==> src/rtl/trs_pkg.sv <==
// Shared types and constants for the TRS to affine matrix pipeline.
// No dependencies.
package trs_pkg;

  localparam int QW         = 32;
  localparam int MagW       = 63;
  localparam int QuotW      = 18;
  localparam int RotW       = 18;
  localparam int NumLanes   = 9;
  localparam int DivSteps   = QuotW;
  localparam int FrontStg   = 4;
  localparam int ScaleStg   = 3;
  localparam int NumStages  = FrontStg + DivSteps + ScaleStg;
  localparam int InW        = 10 * QW;
  localparam int OutW       = 4 * QW;

  localparam logic [1:0] ST_OK         = 2'd0;
  localparam logic [1:0] ST_ZERO_SCALE = 2'd1;
  localparam logic [1:0] ST_ZERO_QUAT  = 2'd2;

  localparam logic [QW-1:0] ONE_Q16 = 32'h0001_0000;

  typedef logic signed [QW-1:0] q16_t;

  typedef struct packed {
    q16_t [2:0] trans;
    q16_t [2:0] scale;
    logic [1:0] status;
  } side_t;

endpackage

==> src/rtl/trs_col_out.sv <==
// Output register that sends one matrix column per transaction.
// Depends on trs_pkg.
module trs_col_out (
  input  logic                                   clk,
  input  logic                                   rst,
  input  logic                                   vin,
  input  trs_pkg::q16_t [trs_pkg::NumLanes-1:0]  vals,
  input  trs_pkg::side_t                         side,
  output logic                                   en,
  output logic                                   m_tvalid,
  input  logic                                   m_tready,
  output logic [trs_pkg::OutW-1:0]               m_tdata,
  output logic                                   m_tlast,
  output logic [3:0]                             m_tuser
);
  import trs_pkg::*;

  logic                        busy;
  logic [1:0]                  col;
  q16_t [NumLanes-1:0]         v;
  q16_t [2:0]                  trans;
  logic [1:0]                  status;
  logic                        last_beat;

  assign last_beat = (status != ST_OK) || (col == 2'd3);
  assign en        = !busy || (m_tready && last_beat);

  always_ff @(posedge clk) begin
    if (rst) begin
      busy <= 1'b0;
      col  <= 2'd0;
    end else if (en) begin
      busy <= vin;
      col  <= 2'd0;
    end else if (m_tready) begin
      col <= col + 2'd1;
    end
  end

  always_ff @(posedge clk) begin
    if (en && vin) begin
      v      <= vals;
      trans  <= side.trans;
      status <= side.status;
    end
  end

  always_comb begin
    m_tdata = '0;
    if (status == ST_OK) begin
      case (col)
        2'd0: m_tdata = {32'd0, v[2], v[1], v[0]};
        2'd1: m_tdata = {32'd0, v[5], v[4], v[3]};
        2'd2: m_tdata = {32'd0, v[8], v[7], v[6]};
        default: m_tdata = {ONE_Q16, trans[2], trans[1], trans[0]};
      endcase
    end
  end

  assign m_tvalid = busy;
  assign m_tlast  = last_beat;
  assign m_tuser  = {status, col};

`ifndef NO_ASSERTIONS
  a_err_single: assert property (@(posedge clk) disable iff (rst)
    m_tvalid && status != ST_OK |-> col == 2'd0 && m_tlast)
    else $error("error result not a single column 0");
  a_col_step: assert property (@(posedge clk) disable iff (rst)
    busy && m_tready && !last_beat |=> busy && col == $past(col) + 2'd1)
    else $error("column did not advance");
  a_load: assert property (@(posedge clk) disable iff (rst)
    en && vin |=> m_tvalid && col == 2'd0)
    else $error("loaded item not presented from column 0");
`endif

endmodule

==> config.mk <==
export PLATFORM = sky130hd
export DESIGN_NAME = trs_col_out
export DESIGN_NICKNAME = d
export VERILOG_FILES = /design/src/rtl/trs_pkg.sv /design/src/rtl/trs_col_out.sv
export SDC_FILE = /design/constraint.sdc
export NUM_CORES = 1
export LEC_CHECK = 0
export ABC_AREA = 0
export BUFFER_PORTS_ARGS = -buffer_cell sky130_fd_sc_hd__buf_2
export CAP_MARGIN = 15
export CORE_AREA = 2 2 239 241
export CTS_BUF_LIST = sky130_fd_sc_hd__clkbuf_4 sky130_fd_sc_hd__clkbuf_8
export CTS_CLUSTER_DIAMETER = 60
export DETAILED_ROUTE_END_ITERATION = 16
export DIE_AREA = 0 0 241 243
export PLACE_DENSITY = 0.58
export SYNTH_ARGS = -nofsm -noshare
export SYNTH_HDL_FRONTEND = slang
export SYNTH_SLANG_ARGS = --single-unit
==> constraint.sdc <==
create_clock -name clk -period 15.1 [get_ports clk]
set_input_delay 4.53 -clock clk [delete_from_list [all_inputs] [get_ports clk]]
set_output_delay 4.53 -clock clk [all_outputs]
set_load 0.005 [all_outputs]
==> results.sh <==
export IMPL_status="finished clean"
export IMPL_crit_buf_inv=2
export IMPL_grt_pass1_wl_um=61000
export IMPL_route_detailed_drc=0
export IMPL_ys_seq_elements=389
export IMPL_power_mw=2.45
export IMPL_routedWlPerCell_um=20.1
export IMPL_std_cell_rows=87
export IMPL_busiest_layer="met2"
export IMPL_grt_antenna_before_repair=7
export IMPL_cts_tree="built"
export IMPL_grt_max_degree=184
export IMPL_r2r_start="col[0]"
export IMPL_dpl_hpwl_um=27000
export IMPL_dieHeight_um=243
export IMPL_cpPeakStageDelay_ns=0.22
export IMPL_whs_ns=0.529
export IMPL_drt_initial_drc_count=878
export IMPL_finalSetupViolations=0
export IMPL_hold_depth=2
export IMPL_dp_slack_ns=5.31
export IMPL_ios=621
export IMPL_slew_headroom_pct=22.2
export IMPL_layout_drive_gt1_share_pct=45.9
export IMPL_syn_cell_area_um2=14700
export IMPL_cts_buffer_depth=3
export IMPL_leakagePower_nw=7.33
export IMPL_coreArea_um2=56000
export IMPL_netlist_instances=795
export IMPL_syn2layout_area_growth_pct=31.1
export IMPL_yosysSeqAreaShare_pct=79.4
export IMPL_path_depth=4
export IMPL_post_cts_resized=0
export IMPL_critPathLaunchType="primary input"
export IMPL_cts_hold_buf=0
export IMPL_avgViaCountPerCell=4.59
export IMPL_vias=9727
export IMPL_routed_wl_um=42700
export IMPL_finalClockSkew_ns=0.0382
export IMPL_vdd_drop_max_v=0.0000945
export IMPL_grt_pass1_vias=10300
export IMPL_root_buffer="clkbuf_8"
export IMPL_clkTransAtPathRegs_ns=0.05
export IMPL_met3_usage_pct=5.81
export IMPL_final_util_pct=34.4
export IMPL_nets=1797
export IMPL_setup_tns_final_ns=0
export IMPL_worstSetupPathType="in2out"
export IMPL_r2r_end="v[83]"
export IMPL_drt_first_pass_iters=6
export IMPL_cp_common_cell="buf_2"
export IMPL_max_freq_mhz=102
export IMPL_min_to="m_tvalid"
export IMPL_cts_buffers=73
export IMPL_synth_warnings=0
export IMPL_critPathTopFamily="buffers and inverters"
export IMPL_worst_setup_path_end_kind="output port"
export IMPL_worstHoldPathType="reg2reg"
export IMPL_start_util_pct=26.2
export IMPL_hold_viol_final=0
export IMPL_period_share_pct=64.6
export IMPL_cp_arrival_ns=5.23
export IMPL_post_route_min_period_ns=9.76
export IMPL_holdCritStartpoint="m_tvalid"
export IMPL_synth_cell_types=25
export IMPL_tightest_slew_ns=1.17
export IMPL_portBuffers=493
export IMPL_rrSetupSlack_ns=12.17
export IMPL_die_w_um=241
export IMPL_htree_num_levels=3
export IMPL_met2_usage_pct=23.2
export IMPL_rsz0062_at_grt="false"
export IMPL_power_density_nw_per_um2=127
export IMPL_routabilityCongestion=0.760
export IMPL_die_area_um2=58600
export IMPL_rr_worst_depth=4
export IMPL_worstPathCellList="buf_2 > o31a_1 > nand2b_1 > buf_2"
export IMPL_post_cts_buffers=0
export IMPL_cts_sinks=389
export IMPL_clock_latency_ns=0.63
export IMPL_use_met1_pct=15.6
export IMPL_avgSynthCellArea_um2=18.5
export IMPL_maxCapViolCount=0
export IMPL_ant_nets=0
export IMPL_grt_usage_pct=14.0
export IMPL_overflow=0
export IMPL_finalWorstSetupSlack_ns=5.34
export IMPL_critPathRequiredTime_ns=10.57
export IMPL_timing_final_max_slew_violations=0
export IMPL_critPathSlowestCell="o31a_1"
export IMPL_path_max_fanout=4
[power by group]
group          total (mW)  internal [mW]  switching, mW
Clock                1.02          0.578          0.441
Sequential           1.29           1.27         0.0190
Combinational       0.142         0.0634         0.0786
Total                2.45           1.91          0.539
[through the flow]
step,instance area (um2),instances
2_1_floorplan,14800,825
3_3_place_gp,17800,1988
3_5_place_dp,17800,1988
4_1_cts,19200,2114
5_1_grt,19200,2118
6_report,19200,2120
[flip-flops by register name, summed over array words and instances, names as in the netlist]
name	cells
status	2
m_tvalid	1
col	2
v	288
trans	96
[area by class of cell]
| class | count | area (um2) |
|---|---|---|
| clock buffers | 96 | 1180 |
| fillers | 5504 | 36700 |
| diodes | 6 | 15.0 |
| multi-input cells | 335 | 2600 |
| repair buffers | 503 | 2570 |
| well taps | 756 | 946 |
| clock inverters | 30 | 265 |
| inverters | 5 | 21.3 |
| flip-flops and latches | 389 | 11700 |
[layer usage]
metal	wire length (um)	vias to the layer above
li1	-	4326
met1	16000	4751
met2	20700	552
met3	4650	98
met4	1370	0
met5	0	-
[worst max path at each step]
stage / start / to
finish: m_tready / en
global route: m_tready / en
CTS: m_tready / en
detailed placement: m_tready / en
global placement: m_tready / en
floorplan: m_tready / status[0]
[synth_stat cells]
cell,instances,area (um2)
nor4_1,2,12.5
xnor2_1,1,8.76
o21a_1,1,7.51
buf_2,23,115
a211oi_1,95,713
inv_2,1,3.75
a311oi_1,1,8.76
a222oi_1,96,961
nor2_1,2,7.51
buf_4,32,240
or3_1,1,6.26
buf_6,9,101
conb_1,1,3.75
o31a_1,1,8.76
or2_1,1,6.26
a211oi_2,1,12.5
nand2b_1,1,6.26
buf_1,1,3.75
ha_1,4,50.1
dfxtp_1,3,60.1
nor2b_1,96,601
clkbuf_1,31,116
mux2i_1,1,10.0
inv_1,4,15.0
edfxtp_1,386,11600
[cells by family (layout without fill, tap and decap cells)]
| group | Yosys count | in the layout | synth area share [%] |
|---|---|---|---|
| compound gates | 195 | 195 | 11.7 |
| flops | 389 | 389 | 79.4 |
| buf+inv | 101 | 634 | 4.06 |
| other cells | 1 | 37 | 0.0256 |
| simple gates | 103 | 103 | 4.36 |
| mux | 1 | 1 | 0.0682 |
| fa+ha+maj | 4 | 4 | 0.341 |
| xor+xnor | 1 | 1 | 0.0597 |
[cells in the final DEF (no fill, tap or decap), types with 2 or more instances in the layout]
| cell | synthesis | layout |
|---|---|---|
| nor2b_1 | 96 | 96 |
| inv_1 | 4 | 4 |
| edfxtp_1 | 386 | 386 |
| buf_4 | 32 | 8 |
| conb_1 | 1 | 31 |
| nor4_1 | 2 | 2 |
| clkbuf_8 | 0 | 73 |
| a222oi_1 | 96 | 96 |
| clkinv_1 | 0 | 13 |
| clkinvlp_4 | 0 | 6 |
| clkbuf_4 | 0 | 23 |
| inv_8 | 0 | 2 |
| nor2_1 | 2 | 2 |
| buf_12 | 0 | 2 |
| buf_2 | 23 | 493 |
| dfxtp_1 | 3 | 3 |
| diode_2 | 0 | 6 |
| bufinv_16 | 0 | 4 |
| a211oi_1 | 95 | 95 |
| ha_4 | 0 | 4 |
| clkinv_2 | 0 | 4 |
[worst min-delay path: stages, from the launching register on]
cell and delay, ns:
dfxtp_1 0.33, nor2_1 0.10, a311oi_1 0.05
Note: power is estimated with default switching activity, not from simulation.
